$ cat config.mk
export PLATFORM = sky130hd
export DESIGN_NAME = positional_list_engine_top
export DESIGN_NICKNAME = d
export VERILOG_FILES = /design/src/rtl/ple_pkg.sv /design/src/rtl/ple_cell.sv /design/src/rtl/ple_ctrl.sv /design/src/rtl/positional_list_engine_top.sv
export SDC_FILE = /design/constraint.sdc
export NUM_CORES = 2
export LEC_CHECK = 0
export BUFFER_PORTS_ARGS = -buffer_cell sky130_fd_sc_hd__buf_2
export CAP_MARGIN = 20
export CORE_UTILIZATION = 38
export DETAILED_ROUTE_END_ITERATION = 10
export PLACE_DENSITY_LB_ADDON = 0.2
export SYNTH_ARGS = -nofsm -noshare
export SYNTH_HDL_FRONTEND = slang
export SYNTH_SLANG_ARGS = --single-unit
$ cat constraint.sdc
create_clock -name clock -period 6.4 [get_ports clock]
set_input_delay 0.64 -clock clock [delete_from_list [all_inputs] [get_ports clock]]
set_output_delay 0.64 -clock clock [all_outputs]
set_load 0.01 [all_outputs]
$ cat src/rtl/ple_pkg.sv
// Shared constants, codes and types for the positional list engine.
package ple_pkg;

   localparam int CAPACITY = 16;
   localparam int IDX_W    = $clog2(CAPACITY);
   localparam int CNT_W    = 5;
   localparam int VAL_W    = 32;

   localparam logic [2:0] FN_INS_FRONT = 3'd0;
   localparam logic [2:0] FN_INS_BACK  = 3'd1;
   localparam logic [2:0] FN_INS_AT    = 3'd2;
   localparam logic [2:0] FN_DEL_FRONT = 3'd3;
   localparam logic [2:0] FN_DEL_BACK  = 3'd4;
   localparam logic [2:0] FN_DEL_AT    = 3'd5;
   localparam logic [2:0] FN_READ      = 3'd6;

   localparam logic [1:0] ST_OK     = 2'd0;
   localparam logic [1:0] ST_BADPOS = 2'd1;
   localparam logic [1:0] ST_FULL   = 2'd2;
   localparam logic [1:0] ST_EMPTY  = 2'd3;

   // shift command broadcast to every cell
   typedef struct packed {
      logic             ins;
      logic             del;
      logic [IDX_W-1:0] idx;
      logic [VAL_W-1:0] value;
   } cell_cmd_type;

   // per-request result from the controller
   typedef struct packed {
      logic [1:0]       status;
      logic [CNT_W-1:0] count;
      logic             rd;
      logic [IDX_W-1:0] rd_idx;
   } ctrl_rsp_type;

endpackage

$ cat src/rtl/ple_cell.sv
// One list cell: holds a single entry and shifts with its neighbors.
module ple_cell (
   input  logic                             clock,
   input  logic [ple_pkg::IDX_W-1:0]        cell_idx,
   input  ple_pkg::cell_cmd_type            cmd,
   input  logic [ple_pkg::VAL_W-1:0]        left_value,
   input  logic [ple_pkg::VAL_W-1:0]        right_value,
   output logic [ple_pkg::VAL_W-1:0]        value
);

   logic [ple_pkg::VAL_W-1:0] value_ff;
   logic [ple_pkg::VAL_W-1:0] value_in;

   always_comb begin
      value_in = value_ff;
      if (cmd.ins) begin
         if (cell_idx == cmd.idx) begin
            value_in = cmd.value;
         end else if (cell_idx > cmd.idx) begin
            value_in = left_value;
         end
      end else if (cmd.del) begin
         if (cell_idx >= cmd.idx) begin
            value_in = right_value;
         end
      end
   end

   always_ff @(posedge clock) begin
      value_ff <= value_in;
   end

   assign value = value_ff;

endmodule

$ cat src/rtl/ple_ctrl.sv
// Request decoder and entry count: checks each request and drives the cell shift command.
module ple_ctrl (
   input  logic                             clock,
   input  logic                             reset,
   input  logic                             accept,
   input  logic [2:0]                       func,
   input  logic [ple_pkg::VAL_W-1:0]        item_value,
   input  logic [ple_pkg::CNT_W-1:0]        position,
   output ple_pkg::cell_cmd_type            cmd,
   output ple_pkg::ctrl_rsp_type            rsp
);

   localparam logic [ple_pkg::CNT_W-1:0] CAP_CNT = ple_pkg::CNT_W'(ple_pkg::CAPACITY);

   logic [ple_pkg::CNT_W-1:0] fill_ff;
   logic [ple_pkg::CNT_W-1:0] fill_in;
   logic [ple_pkg::CNT_W:0]   fill_plus;
   logic [ple_pkg::CNT_W-1:0] pos_m1;
   logic [ple_pkg::CNT_W-1:0] fill_m1;
   logic                      full;
   logic                      empty;
   logic                      ins;
   logic                      del;
   logic [ple_pkg::IDX_W-1:0] idx;
   logic [1:0]                status;
   logic                      rd;

   assign full      = (fill_ff >= CAP_CNT);
   assign empty     = (fill_ff == '0);
   assign fill_plus = {1'b0, fill_ff} + 1'b1;
   assign pos_m1    = position - 1'b1;
   assign fill_m1   = fill_ff - 1'b1;

   always_comb begin
      status = ple_pkg::ST_OK;
      ins    = 1'b0;
      del    = 1'b0;
      rd     = 1'b0;
      idx    = '0;
      unique case (func) inside
         ple_pkg::FN_INS_FRONT, ple_pkg::FN_INS_BACK, ple_pkg::FN_INS_AT: begin
            if (full) begin
               status = ple_pkg::ST_FULL;
            end else if (func == ple_pkg::FN_INS_FRONT) begin
               ins = 1'b1;
            end else if (func == ple_pkg::FN_INS_BACK) begin
               ins = 1'b1;
               idx = fill_ff[ple_pkg::IDX_W-1:0];
            end else if (position == '0 || {1'b0, position} > fill_plus) begin
               status = ple_pkg::ST_BADPOS;
            end else begin
               ins = 1'b1;
               idx = pos_m1[ple_pkg::IDX_W-1:0];
            end
         end
         ple_pkg::FN_DEL_FRONT, ple_pkg::FN_DEL_BACK, ple_pkg::FN_DEL_AT,
         ple_pkg::FN_READ: begin
            if (empty) begin
               status = ple_pkg::ST_EMPTY;
            end else if (func == ple_pkg::FN_DEL_FRONT) begin
               del = 1'b1;
            end else if (func == ple_pkg::FN_DEL_BACK) begin
               del = 1'b1;
               idx = fill_m1[ple_pkg::IDX_W-1:0];
            end else if (position == '0 || position > fill_ff) begin
               status = ple_pkg::ST_BADPOS;
            end else if (func == ple_pkg::FN_DEL_AT) begin
               del = 1'b1;
               idx = pos_m1[ple_pkg::IDX_W-1:0];
            end else begin
               rd  = 1'b1;
               idx = pos_m1[ple_pkg::IDX_W-1:0];
            end
         end
         default: begin
            status = ple_pkg::ST_BADPOS;
         end
      endcase
   end

   always_comb begin
      fill_in = fill_ff;
      if (accept && ins) begin
         fill_in = fill_plus[ple_pkg::CNT_W-1:0];
      end else if (accept && del) begin
         fill_in = fill_m1;
      end
   end

   always_ff @(posedge clock) begin
      if (reset) begin
         fill_ff <= '0;
      end else begin
         fill_ff <= fill_in;
      end
   end

   assign cmd.ins    = accept & ins;
   assign cmd.del    = accept & del;
   assign cmd.idx    = idx;
   assign cmd.value  = item_value;

   assign rsp.status = status;
   assign rsp.count  = fill_in;
   assign rsp.rd     = rd;
   assign rsp.rd_idx = idx;

   a_fill_bound: assert property (@(posedge clock) disable iff (reset)
      fill_ff <= CAP_CNT)
      else $error("entry count above capacity");

   a_ins_count: assert property (@(posedge clock) disable iff (reset)
      (accept && ins) |=> (fill_ff == $past(fill_plus[ple_pkg::CNT_W-1:0])))
      else $error("insert did not add one entry");

   a_del_count: assert property (@(posedge clock) disable iff (reset)
      (accept && del) |=> (fill_ff == $past(fill_m1)))
      else $error("delete did not remove one entry");

   a_reject_hold: assert property (@(posedge clock) disable iff (reset)
      (!accept || status != ple_pkg::ST_OK || rd) |=> $stable(fill_ff))
      else $error("count changed without a successful insert or delete");

endmodule

$ cat src/rtl/positional_list_engine_top.sv
// Top level of the positional list engine: stream ports, cell chain and result register.
//
// Usage:
//   req_* carries one request per accepted beat: a function code (insert front, insert
//   back, insert before a position, delete front, delete back, delete at a position,
//   read a position), a value to insert and a one-based position.
//   rsp_* returns exactly one response per request, in order: status, entry count after
//   the operation and the value read (zero unless a read succeeds).
// Timing:
//   The response is registered and valid in the cycle after acceptance. Throughput is one
//   request per cycle while no response is held; every cell compares its own index
//   with the request's target index and shifts in the same cycle, so the cell row updates
//   at most once per request.
// Reset: the entry count clears to zero; entry contents are left as they are and are
//   never returned until written. No response is pending after reset.
// Stall: while rsp_tready is low a held response keeps req_tready low; a new request is
//   taken in the same cycle that the held response is taken.
module positional_list_engine_top (
   input  logic        clock,
   input  logic        reset,
   input  logic        req_tvalid,
   output logic        req_tready,
   input  logic [39:0] req_tdata,   // func[2:0], item_value[34:3], position[39:35]
   output logic        rsp_tvalid,
   input  logic        rsp_tready,
   output logic [39:0] rsp_tdata    // status[1:0], entry_count[6:2], read_value[38:7], 0
);

   logic                          accept;
   ple_pkg::cell_cmd_type         cmd;
   ple_pkg::ctrl_rsp_type         crsp;
   logic [ple_pkg::VAL_W-1:0]     cell_value [ple_pkg::CAPACITY];
   logic [ple_pkg::VAL_W-1:0]     rd_value;
   logic                          rsp_valid_ff;
   logic                          rsp_valid_in;
   logic [39:0]                   rsp_data_ff;
   logic [39:0]                   rsp_data_in;

   assign req_tready = !rsp_valid_ff || rsp_tready;
   assign accept     = req_tvalid && req_tready;

   ple_ctrl u_ctrl (
      .clock      (clock),
      .reset      (reset),
      .accept     (accept),
      .func       (req_tdata[2:0]),
      .item_value (req_tdata[34:3]),
      .position   (req_tdata[39:35]),
      .cmd        (cmd),
      .rsp        (crsp)
   );

   for (genvar i = 0; i < ple_pkg::CAPACITY; i++) begin : g_cell
      // the ends of the row feed back their own value
      ple_cell u_cell (
         .clock       (clock),
         .cell_idx    (ple_pkg::IDX_W'(i)),
         .cmd         (cmd),
         .left_value  (cell_value[(i == 0) ? 0 : i - 1]),
         .right_value (cell_value[(i == ple_pkg::CAPACITY - 1) ? i : i + 1]),
         .value       (cell_value[i])
      );
   end

   assign rd_value = crsp.rd ? cell_value[crsp.rd_idx] : '0;

   always_comb begin
      rsp_valid_in = rsp_valid_ff && !rsp_tready;
      rsp_data_in  = rsp_data_ff;
      if (accept) begin
         rsp_valid_in = 1'b1;
         rsp_data_in  = {1'b0, rd_value, crsp.count, crsp.status};
      end
   end

   always_ff @(posedge clock) begin
      if (reset) begin
         rsp_valid_ff <= 1'b0;
      end else begin
         rsp_valid_ff <= rsp_valid_in;
      end
   end

   always_ff @(posedge clock) begin
      rsp_data_ff <= rsp_data_in;
   end

   assign rsp_tvalid = rsp_valid_ff;
   assign rsp_tdata  = rsp_data_ff;

endmodule

==> flow_summary.toml <==
[run_status]
status = "complete, but fails checks"
violations = "design-rule violations"

[global_routing]
antenna_found_initial = 8
grt_pass1_vias = 28685
grt_max_degree = 219
grt_pass1_wl_mm = 196
grt_overflow_total = 0
track_usage = 0.292

[timing]
setup_viol = 0
maxSlewViolCount = 0
worst_slew_pin_slew_ns = 1.18
finalCritPeriodShare = 0.814
setup_tns_ns = 0
max_freq_ghz = 0.192
fin_worst_skew_ns = 0.0179
final_hold_viol_count = 0
grt_setup_unrepaired = "false"
hold_slack_ns = 0.276
max_slew_margin = 0.212
min_period_ns = 5.21

[clock_network]
clk_latency_ns = 0.61
post_cts_buffers = 0
cts_buffers = 68
cts.path.max_buffers = 3
cts_resized = 0
h-tree-depth = 3
clkSinkCount = 557
clk_pin_slew_ns = 0.06
hold_buffers = 0
cts_tree = "yes"
cts_root_buffer = "clkbuf_16"

[logic_synthesis]
ys_types = 58
mappedNetlistNets = 3307
synth_edf_count = 551
syn_area_per_cell_sq_um = 10.2
synthCells = 3250
ys_ff_latch = 557
ys_seq_area_frac = 0.501
yosysWarnings = 0
synth_top_flop_cell = "edfxtp_1"
syn_area_sq_um = 33200
synthArstFlopShare = 0

[routing]
firstDrtPassIters = 11
avgRoutedWirePerCell_um = 31.2
drtIter0Drc = 5137
wl_mm = 134
route.detailed.drc = 1
dr_total_vias = 30222
via_per_inst = 7.03
antenna_left = 0

[placement]
io_buffers = 84
globalplace.congestion = 0.879
hpwlAfterDp_mm = 73.7
dpl-instance-area_sq_um = 34800
place_inst = 4178

[worst_hold_path]
hold-path-endpoint = "rsp_tvalid"
min_path_type = "primary input to flip-flop"
hold_path.startpoint = "req_tvalid"
hold_depth = 3

[cells_and_area]
instances_no_fill = 4300
drive_gt1_frac = 0.112
final_area_sq_um = 36900
seqCellArea_sq_um = 16700
multi_input_area_sq_um = 15200
fillCellCount = 8164
layout.nets = 3151
syn2layout_area_growth_pct = 11.0
layout_common_cells = "edfxtp_1, nand2_1, a21oi_1"
final_common_cell = "edfxtp_1"

[worst_setup_path]
crit_required_ns = 6.75
crit_path_start_kind = "flip-flop"
path_class = "flip-flop to flip-flop"
max_stage_delay_ns = 0.77
crit_path_frequent_cell = "buf_4"
critPathMaxFanout = 55
cp-end-kind = "flip-flop"
reg2reg_to = "g_cell[12].u_cell.value[23]"
cp_cell_sequence = "inv_1 -> ha_1 -> inv_1 -> ha_1 -> nor2b_1 -> o31ai_1 -> a211oi_2 -> nor3_2 -> buf_4 -> or3_4 -> buf_12 -> nor2_4 -> buf_4 -> buf_4 -> a21oi_1 -> a221o_1"
worst-r2r-setup-slack_ns = 1.19
cp.arrival_ns = 5.56
reg2reg_from = "u_ctrl.fill_ff[0]"
slowest_stage = "or3_4"
r2r_cells = 16

[floorplan]
initial_core_util = 0.383
placementRows = 108
core_sq_um = 86800
die_width_um = 298
dieArea_sq_um = 88700
die_height_um = 298
io_pins = 86

[job]
maxCapViolCount = 0

[power]
power.density_nw_per_um2 = 303
ir_worst_vdd_v = 0.000177
p_leak_nw = 12.8
flip-flops by register name, indices dropped and copies added (netlist names):
register,count
g_cell.u_cell.value,512
rsp_tdata,39
u_ctrl.fill_ff,5
rsp_tvalid,1
worst max path at each step:
stage	slack, ns	start	endpoint
3_5_place_dp	1.20	req_tdata[35]	g_cell[12].u_cell.value[21]
5_1_grt	0.98	u_ctrl.fill_ff[2]	g_cell[12].u_cell.value[24]
6_report	1.19	u_ctrl.fill_ff[0]	g_cell[12].u_cell.value[23]
3_3_place_gp	1.23	req_tdata[35]	g_cell[12].u_cell.value[26]
4_1_cts	1.32	u_ctrl.fill_ff[0]	g_cell[4].u_cell.value[21]
2_1_floorplan	0.64	rsp_tready	g_cell[8].u_cell.value[0]
where the power goes:
group	internal [mW]	leakage, nW	switching (mW)
clock network	2.15	0.999	1.60
logic	0.789	6.62	1.84
registers	4.52	5.18	0.269
total	7.46	12.8	3.71
kinds of logic (layout without fill, tap and decap cells):
| logic type | Yosys count | after routing | synth area share |
|---|---|---|---|
| AOI/OAI and AO/OA | 1185 | 1185 | 0.266 |
| xor gates and xnor gates | 9 | 9 | 0.00237 |
| other | 1 | 8 | 0.000113 |
| buffers and inverters | 418 | 306 | 0.0514 |
| adders and majority gates | 13 | 13 | 0.00489 |
| and+or+nand+nor | 913 | 913 | 0.126 |
| muxes | 154 | 154 | 0.0476 |
| DFF | 557 | 557 | 0.501 |
cell usage after synthesis (3+ instances only):
cell	instances	area [sq um]
edfxtp_1	551	16500
nand2_1	466	1750
a21oi_1	365	1830
a221o_1	352	3520
clkbuf_1	302	1130
nand3_1	260	1300
mux2i_1	120	1200
a211oi_1	109	818
o21ai_0	108	541
o31a_1	106	928
buf_2	67	335
a41oi_1	62	543
nor4_1	42	263
a21o_1	34	255
and2_1	34	213
mux2_2	34	383
nor2_1	33	124
or4_1	32	240
a2111oi_0	22	193
buf_1	21	78.8
buf_4	15	113
nor3_1	14	70.1
ha_1	13	163
inv_1	12	45.0
nand4_1	7	43.8
nor2b_1	7	43.8
dfxtp_1	6	120
xnor2_1	6	52.6
a22oi_1	4	30.0
o21a_1	4	30.0
nor2_2	3	18.8
o22ai_1	3	18.8
or3_1	3	18.8
xor2_1	3	26.3
worst max-delay path, delay by kind of cell (launching register included):
kind / cells / cell delay, ns
fa+ha+maj: 2 / 0.72
buf+inv: 6 / 1.73
compound gates: 4 / 0.85
flops: 1 / 0.44
simple gates: 4 / 1.11
per-layer routing:
metal  GRT usage  vias to the layer above  share of wire
met5           0                        -        0.00032
met4       0.118                        6          0.040
met3      0.0586                      372           0.11
met2       0.439                     2210           0.44
met1       0.411                    14991           0.41
li1            -                    12643              -
cell type report:
cell class,count,share of cell area
Clock buffer,95,0.0519
Antenna cell,7,0.000474
Inverter,13,0.00153
Tap cell,1155,0.0391
Sequential cell,557,0.451
Clock inverter,19,0.00373
Timing Repair Buffer,179,0.0397
Multi-Input combinational cell,2275,0.412
through the flow:
stage | util | power, mW | worst slack (ns)
detailed placement | 0.402 | 7.39 | 1.20
global placement | 0.402 | 7.33 | 1.23
CTS | 0.425 | 11.1 | 1.32
finish | 0.426 | 11.2 | 1.19
global route | 0.425 | 11.5 | 0.976
floorplan | - | 6.38 | 0.635
No activity file was read; power rests on OpenSTA's default activity.
